==> src/hw/rtl/isl_pkg.sv <==
// Shared types and codes for the indexed sequential list core.
// Used by the entry store, the controller, the output stage and the top level; depends on nothing.
package isl_pkg;

  // Request codes carried on the input tuser field.
  typedef enum logic [2:0] {
    REQ_INSERT = 3'd0,
    REQ_DELETE = 3'd1,
    REQ_LOCATE = 3'd2,
    REQ_READ   = 3'd3,
    REQ_CLEAR  = 3'd4
  } isl_req_t;

  // Controller sequencer states.
  typedef enum logic [2:0] {
    ST_IDLE,
    ST_INS_SHIFT,
    ST_INS_PUT,
    ST_DEL_SHIFT,
    ST_LOCATE,
    ST_READ,
    ST_DONE
  } isl_state_t;

  // Outcome codes on the status field.
  localparam logic STATUS_OK   = 1'b0;
  localparam logic STATUS_FAIL = 1'b1;

  localparam int unsigned POS_W  = 5;
  localparam int unsigned DATA_W = 32;
  localparam int unsigned LEN_W  = 6;

  // One result word as handed from the controller to the output stage.
  typedef struct packed {
    logic                     status;
    logic [POS_W-1:0]         index;
    logic signed [DATA_W-1:0] read_value;
    logic [LEN_W-1:0]         list_length;
    logic                     list_empty;
  } isl_result_t;

endpackage

==> src/hw/rtl/isl_mem.sv <==
// Entry store of the list: one write port, one read port, registered read data.
// Depends on isl_pkg for the data width.
module isl_mem
  import isl_pkg::*;
#(
  parameter int unsigned DEPTH = 32,
  parameter int unsigned AW    = 5
) (
  input  logic              clk,
  input  logic              we,
  input  logic [AW-1:0]     waddr,
  input  logic [DATA_W-1:0] wdata,
  input  logic [AW-1:0]     raddr,
  output logic [DATA_W-1:0] rdata
);

  logic [DATA_W-1:0] mem [DEPTH];

  // Write port.
  always_ff @(posedge clk) begin
    if (we) begin
      mem[waddr] <= wdata;
    end
  end

  // Read port with registered read data.
  always_ff @(posedge clk) begin
    rdata <= mem[raddr];
  end

endmodule

==> src/hw/rtl/isl_ctrl.sv <==
// Request sequencer: decodes a request, walks the entry store and forms the result.
// Depends on isl_pkg; drives the ports of isl_mem.
module isl_ctrl
  import isl_pkg::*;
#(
  parameter int unsigned CAPACITY = 32,
  parameter int unsigned AW       = 5,
  parameter int unsigned CW       = 6
) (
  input  logic              clk,
  input  logic              rst,
  input  logic              in_valid,
  output logic              in_ready,
  input  logic [2:0]        in_req,
  input  logic [POS_W-1:0]  in_pos,
  input  logic [DATA_W-1:0] in_val,
  output logic              res_valid,
  input  logic              res_ready,
  output isl_result_t       res,
  output logic              mem_we,
  output logic [AW-1:0]     mem_waddr,
  output logic [DATA_W-1:0] mem_wdata,
  output logic [AW-1:0]     mem_raddr,
  input  logic [DATA_W-1:0] mem_rdata
);

  localparam int unsigned XW = (CW > POS_W) ? CW : POS_W;

  isl_state_t        state, state_next;
  logic [CW-1:0]     count, count_next;
  logic [CW-1:0]     ptr, ptr_next;
  logic              pend, pend_next;
  logic [AW-1:0]     paddr, paddr_next;
  logic [POS_W-1:0]  pos_q, pos_q_next;
  logic [DATA_W-1:0] val_q, val_q_next;
  logic              status, status_next;
  logic [POS_W-1:0]  index, index_next;
  logic [DATA_W-1:0] rdv, rdv_next;

  logic [XW-1:0] pos_x, cnt_x, posq_x, ptr_x;
  logic          full, found;

  assign pos_x  = XW'(in_pos);
  assign cnt_x  = XW'(count);
  assign posq_x = XW'(pos_q);
  assign ptr_x  = XW'(ptr);
  assign full   = (count == CW'(CAPACITY));
  assign found  = pend && (mem_rdata == val_q);

  // Control registers.
  always_ff @(posedge clk) begin
    if (rst) begin
      state <= ST_IDLE;
      count <= '0;
      pend  <= 1'b0;
    end else begin
      state <= state_next;
      count <= count_next;
      pend  <= pend_next;
    end
  end

  // Working and result registers.
  always_ff @(posedge clk) begin
    ptr    <= ptr_next;
    paddr  <= paddr_next;
    pos_q  <= pos_q_next;
    val_q  <= val_q_next;
    status <= status_next;
    index  <= index_next;
    rdv    <= rdv_next;
  end

  // Sequencer: a pending read in a shift state is written back one slot over.
  always_comb begin
    state_next  = state;
    count_next  = count;
    ptr_next    = ptr;
    pend_next   = 1'b0;
    paddr_next  = paddr;
    pos_q_next  = pos_q;
    val_q_next  = val_q;
    status_next = status;
    index_next  = index;
    rdv_next    = rdv;
    in_ready    = 1'b0;
    res_valid   = 1'b0;
    mem_we      = 1'b0;
    mem_waddr   = paddr;
    mem_wdata   = mem_rdata;
    mem_raddr   = AW'(ptr);

    case (state)
      ST_IDLE: begin
        in_ready  = 1'b1;
        mem_raddr = AW'(in_pos);
        if (in_valid) begin
          pos_q_next  = in_pos;
          val_q_next  = in_val;
          status_next = STATUS_FAIL;
          index_next  = '0;
          rdv_next    = '0;
          state_next  = ST_DONE;
          case (isl_req_t'(in_req))
            REQ_INSERT: begin
              if (!full && !(pos_x > cnt_x)) begin
                ptr_next   = count;
                state_next = ST_INS_SHIFT;
              end
            end
            REQ_DELETE: begin
              if (pos_x < cnt_x) begin
                ptr_next   = CW'(in_pos) + CW'(1);
                state_next = ST_DEL_SHIFT;
              end
            end
            REQ_LOCATE: begin
              ptr_next   = '0;
              state_next = ST_LOCATE;
            end
            REQ_READ: begin
              if (pos_x < cnt_x) begin
                state_next = ST_READ;
              end
            end
            REQ_CLEAR: begin
              count_next  = '0;
              status_next = STATUS_OK;
            end
            default: begin
              status_next = STATUS_FAIL;
            end
          endcase
        end
      end

      // Move entries up, from the top of the list down to the insert position.
      ST_INS_SHIFT: begin
        mem_we = pend;
        if (ptr_x > posq_x) begin
          mem_raddr  = AW'(ptr - CW'(1));
          pend_next  = 1'b1;
          paddr_next = AW'(ptr);
          ptr_next   = ptr - CW'(1);
        end else begin
          state_next = ST_INS_PUT;
        end
      end

      // Drain the last moved entry, then place the new one.
      ST_INS_PUT: begin
        if (pend) begin
          mem_we = 1'b1;
        end else begin
          mem_we      = 1'b1;
          mem_waddr   = AW'(pos_q);
          mem_wdata   = val_q;
          count_next  = count + CW'(1);
          status_next = STATUS_OK;
          index_next  = pos_q;
          state_next  = ST_DONE;
        end
      end

      // Move entries down, from just above the deleted slot to the top.
      ST_DEL_SHIFT: begin
        mem_we = pend;
        if (ptr < count) begin
          pend_next  = 1'b1;
          paddr_next = AW'(ptr - CW'(1));
          ptr_next   = ptr + CW'(1);
        end else if (!pend) begin
          count_next  = count - CW'(1);
          status_next = STATUS_OK;
          state_next  = ST_DONE;
        end
      end

      // Scan upward; a match on the returning word ends the search.
      ST_LOCATE: begin
        if (found) begin
          status_next = STATUS_OK;
          index_next  = POS_W'(paddr);
          state_next  = ST_DONE;
        end else if (ptr < count) begin
          pend_next  = 1'b1;
          paddr_next = AW'(ptr);
          ptr_next   = ptr + CW'(1);
        end else if (!pend) begin
          state_next = ST_DONE;
        end
      end

      // Read data for the position requested in the idle cycle.
      ST_READ: begin
        status_next = STATUS_OK;
        rdv_next    = mem_rdata;
        state_next  = ST_DONE;
      end

      ST_DONE: begin
        res_valid = 1'b1;
        if (res_ready) begin
          state_next = ST_IDLE;
        end
      end

      default: begin
        state_next = ST_IDLE;
      end
    endcase
  end

  // Result word.
  assign res.status      = status;
  assign res.index       = index;
  assign res.read_value  = rdv;
  assign res.list_length = LEN_W'(count);
  assign res.list_empty  = (count == '0);

endmodule

==> src/hw/rtl/isl_out.sv <==
// Output register of the list core: holds one result word for the master side.
// Depends on isl_pkg for the result type.
module isl_out
  import isl_pkg::*;
(
  input  logic        clk,
  input  logic        rst,
  input  logic        res_valid,
  output logic        res_ready,
  input  isl_result_t res,
  output logic        m_tvalid,
  input  logic        m_tready,
  output logic [47:0] m_tdata,
  output logic        m_tuser
);

  isl_result_t held;

  assign res_ready = !m_tvalid || m_tready;

  // Valid flag of the held word.
  always_ff @(posedge clk) begin
    if (rst) begin
      m_tvalid <= 1'b0;
    end else if (res_ready) begin
      m_tvalid <= res_valid;
    end
  end

  // Payload is loaded whenever the slot is free or being emptied.
  always_ff @(posedge clk) begin
    if (res_ready && res_valid) begin
      held <= res;
    end
  end

  assign m_tdata = {4'b0000, held.list_empty, held.list_length, held.read_value, held.index};
  assign m_tuser = held.status;

endmodule

==> src/hw/rtl/indexed_sequential_list_core.sv <==
// Indexed sequential list: a bounded ordered list of signed 32-bit entries.
// Each request word inserts, deletes, locates, reads or clears and yields one
// result word on the master side.
//
// Slave side: s_tuser is the request code, s_tdata the position and value.
// Master side: m_tuser is the status, m_tdata the index, the read value,
// the list length and the empty flag.
// One request is worked on at a time; s_tready is high only while the
// sequencer is idle. The shift and the search walk the entry store one
// entry per cycle through its one read port and one write port.
// A finished result waits in the output register, so a new request is taken
// while the receiver stalls; if a second result is ready before the first
// is taken, the sequencer holds it and takes no further request.
// Reset empties the list and drops any result in flight; the entry store
// itself is not cleared, since only written entries are ever read.
module indexed_sequential_list_core
  import isl_pkg::*;
#(
  parameter int unsigned CAPACITY = 32
) (
  input  logic        clk,
  input  logic        rst,
  input  logic        s_tvalid,
  output logic        s_tready,
  input  logic [39:0] s_tdata,   // position [4:0], value [36:5], zero pad
  input  logic [2:0]  s_tuser,   // req_type [2:0]
  output logic        m_tvalid,
  input  logic        m_tready,
  output logic [47:0] m_tdata,   // index [4:0], read_value [36:5], list_length [42:37],
                                 // list_empty [43], zero pad
  output logic        m_tuser    // status [0]
);

  localparam int unsigned AW = (CAPACITY > 1) ? $clog2(CAPACITY) : 1;
  localparam int unsigned CW = $clog2(CAPACITY + 1);

  logic              mem_we;
  logic [AW-1:0]     mem_waddr, mem_raddr;
  logic [DATA_W-1:0] mem_wdata, mem_rdata;
  logic              res_valid, res_ready;
  isl_result_t       res;

  isl_mem #(
    .DEPTH(CAPACITY),
    .AW   (AW)
  ) u_mem (
    .clk  (clk),
    .we   (mem_we),
    .waddr(mem_waddr),
    .wdata(mem_wdata),
    .raddr(mem_raddr),
    .rdata(mem_rdata)
  );

  isl_ctrl #(
    .CAPACITY(CAPACITY),
    .AW      (AW),
    .CW      (CW)
  ) u_ctrl (
    .clk      (clk),
    .rst      (rst),
    .in_valid (s_tvalid),
    .in_ready (s_tready),
    .in_req   (s_tuser),
    .in_pos   (s_tdata[4:0]),
    .in_val   (s_tdata[36:5]),
    .res_valid(res_valid),
    .res_ready(res_ready),
    .res      (res),
    .mem_we   (mem_we),
    .mem_waddr(mem_waddr),
    .mem_wdata(mem_wdata),
    .mem_raddr(mem_raddr),
    .mem_rdata(mem_rdata)
  );

  isl_out u_out (
    .clk      (clk),
    .rst      (rst),
    .res_valid(res_valid),
    .res_ready(res_ready),
    .res      (res),
    .m_tvalid (m_tvalid),
    .m_tready (m_tready),
    .m_tdata  (m_tdata),
    .m_tuser  (m_tuser)
  );

endmodule

==> config.mk <==
export PLATFORM = sky130hd
export DESIGN_NAME = indexed_sequential_list_core
export DESIGN_NICKNAME = d
export VERILOG_FILES = /design/src/hw/rtl/isl_pkg.sv /design/src/hw/rtl/isl_mem.sv /design/src/hw/rtl/isl_ctrl.sv /design/src/hw/rtl/isl_out.sv /design/src/hw/rtl/indexed_sequential_list_core.sv
export SDC_FILE = /design/constraint.sdc
export NUM_CORES = 1
export LEC_CHECK = 0
export BUFFER_PORTS_ARGS = -buffer_cell sky130_fd_sc_hd__buf_2
export CORE_MARGIN = 3
export CORE_UTILIZATION = 40
export DETAILED_ROUTE_END_ITERATION = 6
export GPL_TIMING_DRIVEN = 0
export HOLD_SLACK_MARGIN = 0.05
export PLACE_DENSITY = 0.65
export SYNTH_ARGS = -nofsm -noshare
export SYNTH_HDL_FRONTEND = slang
export SYNTH_SLANG_ARGS = --single-unit
==> constraint.sdc <==
create_clock -name clk -period 8 [get_ports clk]
set_input_delay 0.8 -clock clk [delete_from_list [all_inputs] [get_ports clk]]
set_output_delay 0.8 -clock clk [all_outputs]
set_load 0.03 [all_outputs]
=== Word level (Yosys, flattened, before mapping) ===
Memory sizes are Yosys's and may differ from the RTL's. A register that Yosys moved wholly into a read port is not among the register bits.
Index checks and enable logic that the tools add are counted.

* Register bits: 142
* Memory bits (writable): 1024
* Bits of input ports: 47
* Output and inout bits: 51
* Logic and storage cells: 135
* Memories kept: 1

{| class="wikitable"
|+ Memories
! name !! depth !! width !! read ports !! clocked after memory_dff !! wr ports !! line !! RTL
|-
| u_mem.mem || 32 || 32 || 1 || 1 || 1 || isl_mem.sv:17 || <nowiki>logic [DATA_W-1:0] mem [DEPTH];</nowiki>
|}

* $add $sub $neg: 5
* $lt $le $gt $ge: 4
* Equal/unequal tests: 27
* Mux-type cells: 57
* Reductions and logical operators: 25

{| class="wikitable"
|+ Operators by type and width
! cell !! number
|-
| $mux W32 || 3
|-
| $mux W6 || 11
|-
| $pmux W32 S2 || 1
|-
| $mux W5 || 10
|-
| $pmux W6 S3 || 2
|-
| $eq A32 B32 Y1 || 1
|-
| $pmux W5 S3 || 2
|-
| $mux W3 || 8
|-
| $pmux W6 S4 || 1
|-
| $pmux W3 S7 || 1
|-
| $ne A2 B2 Y1 const B || 7
|-
| $add A6 B1 Y6 const B || 2
|-
| $eq A3 B2 Y1 const B || 4
|-
| $eq A3 B3 Y1 const B || 4
|-
| $mux W1 || 12
|-
| $pmux W3 S4 || 1
|-
| $sub A6 B1 Y6 const B || 2
|-
| $ne A2 B1 Y1 const B || 5
|-
| $pmux W5 S2 || 1
|-
| $reduce_bool A3 Y1 || 3
|-
| $reduce_and A4 Y1 || 2
|-
| $reduce_and A7 Y1 || 1
|-
| $add A5 B1 Y6 const B || 1
|-
| $eq A3 B1 Y1 const B || 2
|-
| 24 further kinds || 31
|}

=== Longest topological paths before layout ===
Gate-level depths: netlist (run 1).

* Depth after elaboration: 7
* Gate-level depth with buffers: 14
* Gate-level depth less buffers: 13

=== Modules after synthesis ===
Synthesis (run 1) repeated with hierarchy kept, for this count alone.

* Cell total of the unflattened synthesis: 2827
* Area, all modules: 47583.1 um^2

{| class="wikitable"
|+ By module, submodules not included
! module !! instances !! cells an instance !! area each (um^2) !! seq. area each (um^2)
|-
| isl_mem || 1 || 2260 || 40492.6 || 31390.1
|-
| isl_ctrl || 1 || 512 || 5650.4 || 2782.7
|-
| isl_out || 1 || 55 || 1440.1 || 1371.3
|}

=== Least setup slack after synthesis (run 1) ===
Ideal clock, no wire load.

* Path kind: register to register
* Start: register u_ctrl.state[1]
* End: memory u_mem.mem[4][0] (enable)
* Setup time: 421 ps
* Arrival: 3218 ps
* Required time: 7579 ps
* Setup slack: 4361 ps
* Cell stages (with the launch flop): 9
* Buffers on the path: 2
* Clock period less this slack: 3639 ps
* Cell sequence: dfxtp_1 clkbuf_1 nand2b_1 nor3_1 clkbuf_1 nand3_1 o31ai_1 nand2_1 nor2_1

* Cells in the longest elaborated chain, start to end: 5
* Elaborated cells on any way between the ends: 8
* Classes of those cells: eq/ne (3); mux (4); reduce/logical (1)

{| class="wikitable"
|+ Ends and longest elaborated chain
! item !! line !! RTL
|-
| start: declaration || isl_ctrl.sv:29 || <nowiki>isl_state_t state, state_next;</nowiki>
|-
| start signal: assignment || isl_ctrl.sv:57 || <nowiki>state <= state_next;</nowiki>
|-
| $eq A3 B1 Y1 / $eq A3 B2 Y1 (equally long branches) || isl_ctrl.sv:93 || <nowiki>case (state)</nowiki>
|-
| $reduce_or A2 Y1 (no source line) || n/a ||
|-
| $pmux W1 S2 || isl_ctrl.sv:93 ||
|-
| $mux W1 || isl_mem.sv:21 || <nowiki>if (we) begin</nowiki>
|-
| $mux W1 (implied by the code) || isl_mem.sv:22 || <nowiki>mem[waddr] <= wdata;</nowiki>
|-
| end: declaration || isl_mem.sv:17 ||
|}

Several ways; a longest one is shown, not always the timed one.

=== Final worst setup path (run 1) ===
* Start: register u_ctrl.ptr[0]
* End: register u_mem.rdata[29], read port of u_mem.mem

* Cells in the longest elaborated chain, start to end: 3
* Elaborated cells on any way between the ends: 4
* Classes of those cells: add/sub (1); order compare (1); mux (2)

{| class="wikitable"
|+ Ends and longest elaborated chain
! item !! line !! RTL
|-
| start: declaration || isl_ctrl.sv:31 || <nowiki>logic [CW-1:0] ptr, ptr_next;</nowiki>
|-
| start signal: assignment || isl_ctrl.sv:65 || <nowiki>ptr <= ptr_next;</nowiki>
|-
| $sub A6 B1 Y6 / $gt A6 B5 Y1 (equally long branches) || isl_ctrl.sv:141, isl_ctrl.sv:140 ||
|-
| $mux W5 || isl_ctrl.sv:140 || <nowiki>if (ptr_x > posq_x) begin</nowiki>
|-
| $pmux W5 S2 (*) || isl_ctrl.sv:93 ||
|-
| end: declaration || isl_mem.sv:14 || <nowiki>output logic [DATA_W-1:0] rdata</nowiki>
|}

Every way passes the cells marked *; elsewhere a longest branch is shown, timed or not.
A chain may end at the register's enable or synchronous reset.

==> results of run 1 <==
==> sequential cells by signal, summed over array words and instances (netlist names) <==
signal / count
u_ctrl.pend: 1
u_ctrl.state: 3
u_out.m_tdata: 44
u_mem.mem: 1024
u_out.m_tuser: 1
u_ctrl.cnt_x: 6
u_ctrl.index: 5
u_ctrl.ptr: 6
u_ctrl.status: 1
u_out.m_tvalid: 1
u_ctrl.paddr: 5
u_ctrl.pos_q: 5
u_ctrl.rdv: 32
u_mem.rdata: 32
u_ctrl.val_q: 32
==> worst max path at each step <==
stage	start	to	slack (ns)	depth (start not counted)
CTS	u_ctrl.ptr[3]	u_mem.rdata[23]	3.56	10
floorplan	u_ctrl.state[1]	u_mem.mem[4][0]	4.36	8
global route	u_ctrl.ptr[0]	u_mem.rdata[23]	3.23	11
global placement	u_ctrl.state[1]	u_mem.mem[13][12]	1.77	8
finish	u_ctrl.ptr[0]	u_mem.rdata[29]	3.36	11
detailed placement	u_ctrl.ptr[0]	u_mem.rdata[23]	3.56	11
==> cell type report <==
cell class / count / area (sq um) / area share, %
Timing Repair Buffer: 123 / 1160 / 2.07
Clock inverter: 56 / 766 / 1.37
Sequential cell: 1198 / 35500 / 63.6
Clock buffer: 168 / 3280 / 5.87
Inverter: 24 / 90.1 / 0.161
Antenna cell: 1 / 2.50 / 0.00448
Tap cell: 1612 / 2020 / 3.61
Buffer: 162 / 910 / 1.63
Multi-Input combinational cell: 1598 / 12100 / 21.7
==> cells in the final DEF (no fill, tap or decap), drive strengths merged, types with 3 or more instances in the layout <==
cell,count
o211ai,4
nand4,39
nand3,16
conb,4
a21oi,40
a31oi,4
nor2b,4
a211oi,7
nor3b,5
inv,27
mux2i,643
xor2,38
xnor2,9
o21ai,27
and3,6
or2,3
nand2,387
a22oi,12
dfxtp,43
or4,5
and2,34
edfxtp,1155
buf,209
o31ai,4
ha,22
nor3,10
nand2b,8
bufinv,15
nand4b,4
nor4,14
clkbuf,244
nor2,74
or3,4
o22ai,7
clkinv,36
a21o,10
a32oi,126
==> synth_stat cells, drive strengths merged, types with 3 or more instances <==
master	instances	area [sq um]
mux2i	643	6440
a21o	10	75.1
nor4	14	87.6
a211oi	7	52.6
xnor2	9	78.8
nor3	10	55.1
buf	86	623
or2	3	18.8
xor2	38	333
and3	6	37.5
ha	22	275
nand3	16	80.1
nand2	387	1450
a22oi	12	90.1
a21oi	40	204
a31oi	4	40.0
or3	4	25.0
nor2	74	278
or4	5	37.5
edfxtp	1155	34700
o22ai	7	43.8
o211ai	4	30.0
nor2b	4	25.0
nand4b	4	35.0
nand4	39	244
and2	34	213
a32oi	126	1100
nand2b	8	50.1
inv	24	90.1
o21ai	27	139
clkbuf	76	287
dfxtp	43	861
nor3b	5	47.5
o31ai	4	30.0
==> through the flow <==
| stage | util (%) | cell area [sq um] |
|---|---|---|
| after floorplan | - | 48400 |
| after global routing | 46.6 | 55900 |
| after detailed placement | 43.2 | 51900 |
| after global placement | 42.4 | 50900 |
| final | 46.6 | 55900 |
| after CTS | 46.6 | 55900 |
==> power breakdown <==
group	internal [W]	switching (W)	leakage, nW
registers	0.00822	0.000246	10.9
clock network	0.00335	0.00237	1.97
logic	0.00174	0.00429	6.73
total	0.0133	0.00690	19.6
==> worst max-delay path, cell delays in order (launching register included) <==
cell and delay (ns):
sky130_fd_sc_hd__edfxtp_1 0.55, sky130_fd_sc_hd__inv_1 0.17, sky130_fd_sc_hd__ha_1 0.33, sky130_fd_sc_hd__nand2_1 0.06, sky130_fd_sc_hd__nor2_1 0.40, sky130_fd_sc_hd__a222oi_1 0.22
sky130_fd_sc_hd__nand3_1 0.35, sky130_fd_sc_hd__clkbuf_1 0.68, sky130_fd_sc_hd__clkbuf_1 0.78, sky130_fd_sc_hd__nand2_1 0.12, sky130_fd_sc_hd__a32oi_1 0.50, sky130_fd_sc_hd__nand4_1 0.27
==> routing by layer <==
metal	up-vias	share of wire, %	global-route usage, %
met1	14000	42	29.4
met2	1566	44	30.6
met3	276	11	5.20
li1	12000	-	-
met4	2	3.6	7.21
met5	-	0.0091	0
==> kinds of logic after synthesis <==
| kind of cell | share of synthesized area (%) |
|---|---|
| AO/OA/AOI/OAI | 4.17 |
| AND/OR/NAND/NOR | 5.62 |
| XOR/XNOR | 0.850 |
| flip-flops | 73.4 |
| multiplexers | 13.3 |
| buffers and inverters | 2.06 |
| other | 0.00774 |
| adder cells (fa/ha/maj) | 0.610 |
==> run summary, run 1 <==
The flow ran to the end, and the final reports show no timing, DRC or antenna violations. The run gives 0 as the remaining antenna violation count after routing. For the pin with the worst max-slew slack, the measured transition is 1.39 ns. The number of setup violations in the final report is 0. The vias per cell is 5.63.

For this run, design rule violations remaining after detail routing come to 0. Among all flip-flop cells after synthesis, the most frequent one is sky130_fd_sc_hd__edfxtp_1. Measured along the y axis, the die boundary spans 354 um. At the placement stage, the worst setup path has a slack of 3.56 ns. The total CTS buffers was 117. For the number of violations reported at the end of detailed-routing iteration 0, the log shows 3681.

The max-slew violation total from the final report is 0, and the logic depth of the worst register-to-register path is 11. Count of pins on the block boundary: 98. In this run the post-CTS setup repair buffer count came out at 0. Routability-driven placement finished with a final weighted congestion of 0.897. After detailed placement, the design holds a cell count of 4717. Across all register-to-register paths, the minimum setup slack is 3.36 ns. For the hold violation count in the final report, the log shows 0. The floorplan die area was 125000 sq um. Total of warnings raised by yosys: 0. Hold-critical path depth: 1. The run gives 242 uV as the peak supply drop.

Dividing the detail-routed wire length by the instance count gives 26.7 um. The final critical path takes up 57.9% of the cycle. The tightest min-delay check is of the in2reg type. TritonCTS built the clock tree.

The vias after detailed routing was 27800. The worst setup path is of the reg2reg kind. For the worst-case clock buffer depth, the log shows 3. The tools report the endpoint with the worst hold slack as u_ctrl.val_q[11]. The post-route netlist has 12.7% of its cells at a drive strength greater than 1. The logs give 10200 for the fill cell total of the finished layout and 5.13 ns for the endpoint arrival time on the critical path. The number of placement rows was 127; the total detailed-routing wirelength was 132 mm. The synthesis-to-finish area growth was 15.5%; the relative max-transition margin was 6.32%.

Entering global routing, the biggest net connects 34 pins. The number of input and output port buffers inserted works out to 89. The sum of internal, switching and leakage power is 0.0202 W, and the leakage power summed over all cells is 19.6 nW. The number of antenna violations at the first check in global routing was 3. The number of instances in the synthesized netlist was 2979. For the number of maximum-capacitance violations, the log shows 0. The worst path meets setup with 3.36 ns of slack. The clock tree synthesis step divided the H-tree into 3 levels. Derived from the worst setup path, the maximum achievable clock frequency is 216 MHz. The areal power density over the cells works out to 361 nW/um^2.

The count of placed standard cells in the final layout, fillers left out is 4942, and the number of enable-type register cells in the synthesized netlist is 1155. Along the worst path, the maximum fanout reaches 10. The number of different library cells used by synthesis comes to 68. After clock tree synthesis, the clock-pin slew on the worst setup and hold paths is 0.06 ns. Count of instances resized after the clock tree is built: 0. Detailed placement ended at an HPWL of 89.1 mm.

The die width is 354 um, and the wire length of the first global-routing pass is 188 mm. For the worst setup path, the data required time is 8.49 ns. The tools report the clock skew as 0.0437 ns. The cell sitting at the root of the clock tree is a sky130_fd_sc_hd__clkbuf_16.

For the number of detailed-route iterations in the first pass, the log shows 6. Setup repair after global routing left no endpoint under its margin. The effective utilization at floorplan is 40.4%, and the number of nets in the finished design is 3294.

The run gives 1198 as the number of sinks handled by clock tree synthesis. The post-synthesis register bit count is 1198. The final total negative setup slack is 0 ns. In this run the most critical hold path is launched from s_tdata[16]. Averaged over all synthesized cells, the footprint is 16.3 sq um. In this run the standard cell core region covers 120000 sq um. Global routing finished with a remaining overflow of 0.

The share of flip-flops with an asynchronous set or reset after synthesis is 0%, and the source-to-sink clock delay at the later pin of the worst-skew pair is 0.72 ns. The via count of the first global-routing pass is 26700. Across every metal layer, demand over resource in global routing totals 20.6%. The endpoint identified for the worst register-to-register timing path is u_mem.rdata[29].

The routed design could run at a clock period as short as 4.64 ns. The synthesized netlist occupies a cell area of 48400 sq um. The source of the worst register-to-register timing path is u_ctrl.ptr[0].

The nature of the critical path endpoint was a flop. Summing the sequential cell areas from Yosys gives 73.4% of the chip area. The hold-fix buffer count after cts came out at 0. The worst setup path is launched from a flop. The final hold slack was 0.257 ns.
(Power assumes the default switching activity.)
==> run 2: changes to the inputs <==
- PLACE_DENSITY: 0.65 -> 0.67
- clock period: 8 -> 4.1 ns (I/O delays scaled with it)
==> run 2 against run 1 <==
- cell area increased by 1.3%
- clock power increased by 78%
- final cell count increased by 1.2%
- via count increased by 1.8%
- die area unchanged
- critical path depth increased by 1
- first-iteration DRC count decreased by 2.4%
- setup slack got worse by 3.3 ns
==> run summary, run 2 (synthesized netlist as in run 1, its figures left out) <==
Worst-case clock buffer depth: 3 (unchanged). The run gives 133 mm (+0.67%) as the total detailed-routing wirelength. The pin count of the biggest net entering global routing is 36 (+5.9%), and the number of detailed-route iterations in the first pass is 6 (unchanged).

The final total negative setup slack came out at 0 ns (unchanged). The HPWL after detailed placement was 88.6 mm (-0.56%); the hold-critical path depth was 1 (unchanged). The vias after detailed routing came out at 28300 (+1.8%).

Final cycle utilization of the critical path: 98.7% (+41 points). Peak supply drop: 439 uV (+81%). The startpoint identified for the worst register-to-register timing path is u_ctrl.pos_q[4]. Vias per cell: 5.67 (+0.61%).

STA classifies the critical path startpoint as a flop. The vertical extent of the die is 354 um (unchanged), and the maximum fanout count along the critical path is 10 (unchanged). The areal power density over the cells works out to 682 nW/um^2 (+89%). The area of all placed cells without fillers is 56700 sq um (+1.3%). The die width came out at 354 um (unchanged).

The placed instance area was 51900 sq um (about the same); the final hold slack was 0.0948 ns (-0.162 ns). The global route total overflow was 0 (unchanged); the total track usage was 20.4% (-0.14 points). The share of final-layout standard cells stronger than drive strength 1 was 15.1% (+2.4 points); the endpoint arrival time on the critical path was 4.52 ns (-0.61 ns).

The via count of the first global-routing pass was 26800 (+0.38%). The flow ran to the end, and the final reports show no timing, DRC or antenna violations. The run gives 0.71 ns (about the same) as the source-to-sink clock delay at the later pin of the worst-skew pair. Slew at the pin with the worst max-slew slack: 1.27 ns (-0.123 ns). Endpoint with the worst hold slack: u_ctrl.pos_q[1]. The register cell area after layout is 35500 sq um (unchanged).

The floorplan die area came out at 125000 sq um (unchanged). The number of flip-flops in the largest register works out to 1024 (unchanged). The clock skew is 0.0449 ns (+0.00121 ns).

The number of sinks handled by clock tree synthesis came out at 1198 (unchanged). The end of the worst register-to-register path is u_mem.rdata[29]. The largest register by flop count was u_mem.mem. For the max-slew violation total from the final report, the log shows 0 (unchanged). TritonCTS built the clock tree. The run gives 3 (unchanged) as the number of levels in the clock H-tree. CTS placed an instance of sky130_fd_sc_hd__clkbuf_16 at the clock tree root.

The area occupied by multi-input gates is 12200 sq um (+0.80%), and the number of setup violations in the final report is 0 (unchanged). The required time of the critical path is 4.58 ns (-3.91 ns), and the synthesis-to-finish area growth is 17.0%. The tools report the effective utilization at floorplan as 40.4% (unchanged). The number of nets in the finished design was 3363 (+2.1%). The number of maximum-capacitance violations is 0 (unchanged), and the number of placement rows is 127 (unchanged). Number of input and output port buffers inserted: 89 (unchanged).

The sum of internal, switching and leakage power was 0.0387 W (+91%); the logic depth of the worst register-to-register path was 12 (+1). The count of pins on the block boundary is 98 (unchanged). The worst min-delay path startpoint is s_tdata[1]. The library cell used most frequently in the layout, excluding fill and tap cells, is sky130_fd_sc_hd__edfxtp_1.

The leakage power summed over all cells is 19.9 nW (+1.8%), and the clock input transition at the sequential cells of the worst setup and hold paths is 0.06 ns (about the same). The remaining antenna violation count after routing was 0 (unchanged). Area of the core: 120000 sq um (unchanged).

The weighted congestion reported at the end of routability-driven placement came out at 0.913 (+1.9%). The relative max-transition margin is 14.6% (+8.3 points), and the minimum setup slack among reg-to-reg paths is 0.06 ns (-3.31 ns). The tools report the post-route DRC violation count as 0 (unchanged). By startpoint and endpoint, the worst setup path is classified as reg2reg. The post-route minimum period came out at 4.04 ns (-0.591 ns). The number of violations reported at the end of detailed-routing iteration 0 is 3591 (-2.4%). The logs give 0 (unchanged) for the hold violation count in the final report and 187 mm (-0.36%) for the wire length of the first global-routing pass. The number of antenna violations at the first check in global routing came out at 4 (+1). For the highest attainable clock frequency, the log shows 247 MHz (+15%). In the layout the commonest cells are 1155 x sky130_fd_sc_hd__edfxtp_1, 643 x sky130_fd_sc_hd__mux2i_1, 361 x sky130_fd_sc_hd__nand2_1, 124 x sky130_fd_sc_hd__a32oi_1, 114 x sky130_fd_sc_hd__clkbuf_16. The tools report the total CTS buffers as 113 (-3.4%).

Fill cell total of the finished layout: 9953 (-1.9%). The worst setup path is captured at a flop. The wire length per cell after detailed routing came out at 26.6 um (-0.52%).

The final cell utilization of the core was 47.2% (+0.62 points). Class of the tightest hold or removal check: in2reg.
run 2: critical path, cell delays in order, from the launching register on:
cell	delay (ns)
sky130_fd_sc_hd__edfxtp_1	0.43
sky130_fd_sc_hd__inv_1	0.17
sky130_fd_sc_hd__ha_1	0.32
sky130_fd_sc_hd__a211o_1	0.32
sky130_fd_sc_hd__a31oi_4	0.30
sky130_fd_sc_hd__a21oi_1	0.12
sky130_fd_sc_hd__o211ai_1	0.42
sky130_fd_sc_hd__buf_2	0.33
sky130_fd_sc_hd__nand3b_1	0.20
sky130_fd_sc_hd__nor2_1	0.17
sky130_fd_sc_hd__clkbuf_2	0.39
sky130_fd_sc_hd__a32oi_2	0.41
sky130_fd_sc_hd__nand4_1	0.27
run 2: layout make-up:
| cell class | instances | area share (%) |
|---|---|---|
| clock buffer | 148 | 5.47 |
| tap | 1612 | 3.56 |
| timing repair buffer | 196 | 3.82 |
| inverter | 24 | 0.159 |
| antenna | 2 | 0.00883 |
| clock inverter | 61 | 0.956 |
| buffer | 162 | 1.68 |
| sequential | 1198 | 62.7 |
| multi-input combinational | 1598 | 21.6 |
run 2: worst max-delay path by stage:
| stage | start | endpoint | depth (start not counted) |
|---|---|---|---|
| after global placement | u_ctrl.state[1] | u_mem.mem[15][12] | 8 |
| final | u_ctrl.pos_q[4] | u_mem.rdata[29] | 12 |
| after global routing | u_ctrl.ptr[0] | u_mem.rdata[29] | 11 |
| after CTS | u_ctrl.ptr[3] | u_mem.rdata[23] | 12 |
| after floorplan | u_ctrl.state[1] | u_mem.mem[4][0] | 8 |
| after detailed placement | u_ctrl.ptr[3] | u_mem.rdata[23] | 10 |
run 2: metal layers:
layer	global-route usage [%]	vias up	wire length, um
met5	0	-	0
met4	7.04	0	5030
met3	5.12	290	14400
met2	30.4	1642	58000
met1	29.3	14300	55600
li1	-	12200	-
run 2: per-stage QoR:
| step | instances | worst slack (ns) |
|---|---|---|
| floorplan | 2982 | 0.461 |
| global placement | 4683 | -2.06 |
| detailed placement | 4718 | -0.362 |
| CTS | 4963 | 0.00329 |
| global route | 4999 | -0.0469 |
| finish | 5001 | 0.0552 |
run 2: repair_timing:
action,4_1_cts,5_1_grt
hold endpoints to repair,34,0
gates resized for setup,18,66
buffers inserted,2,36
hold buffers,34,0
pin swaps,3,27
setup endpoints to repair,55,1507
run 2: power by group:
part           leakage (nW)  switching (W)  internal [W]
Clock                  1.79        0.00452       0.00571
Combinational          7.27        0.00845       0.00353
Sequential             10.9       0.000489        0.0160
Total                  19.9         0.0135        0.0252
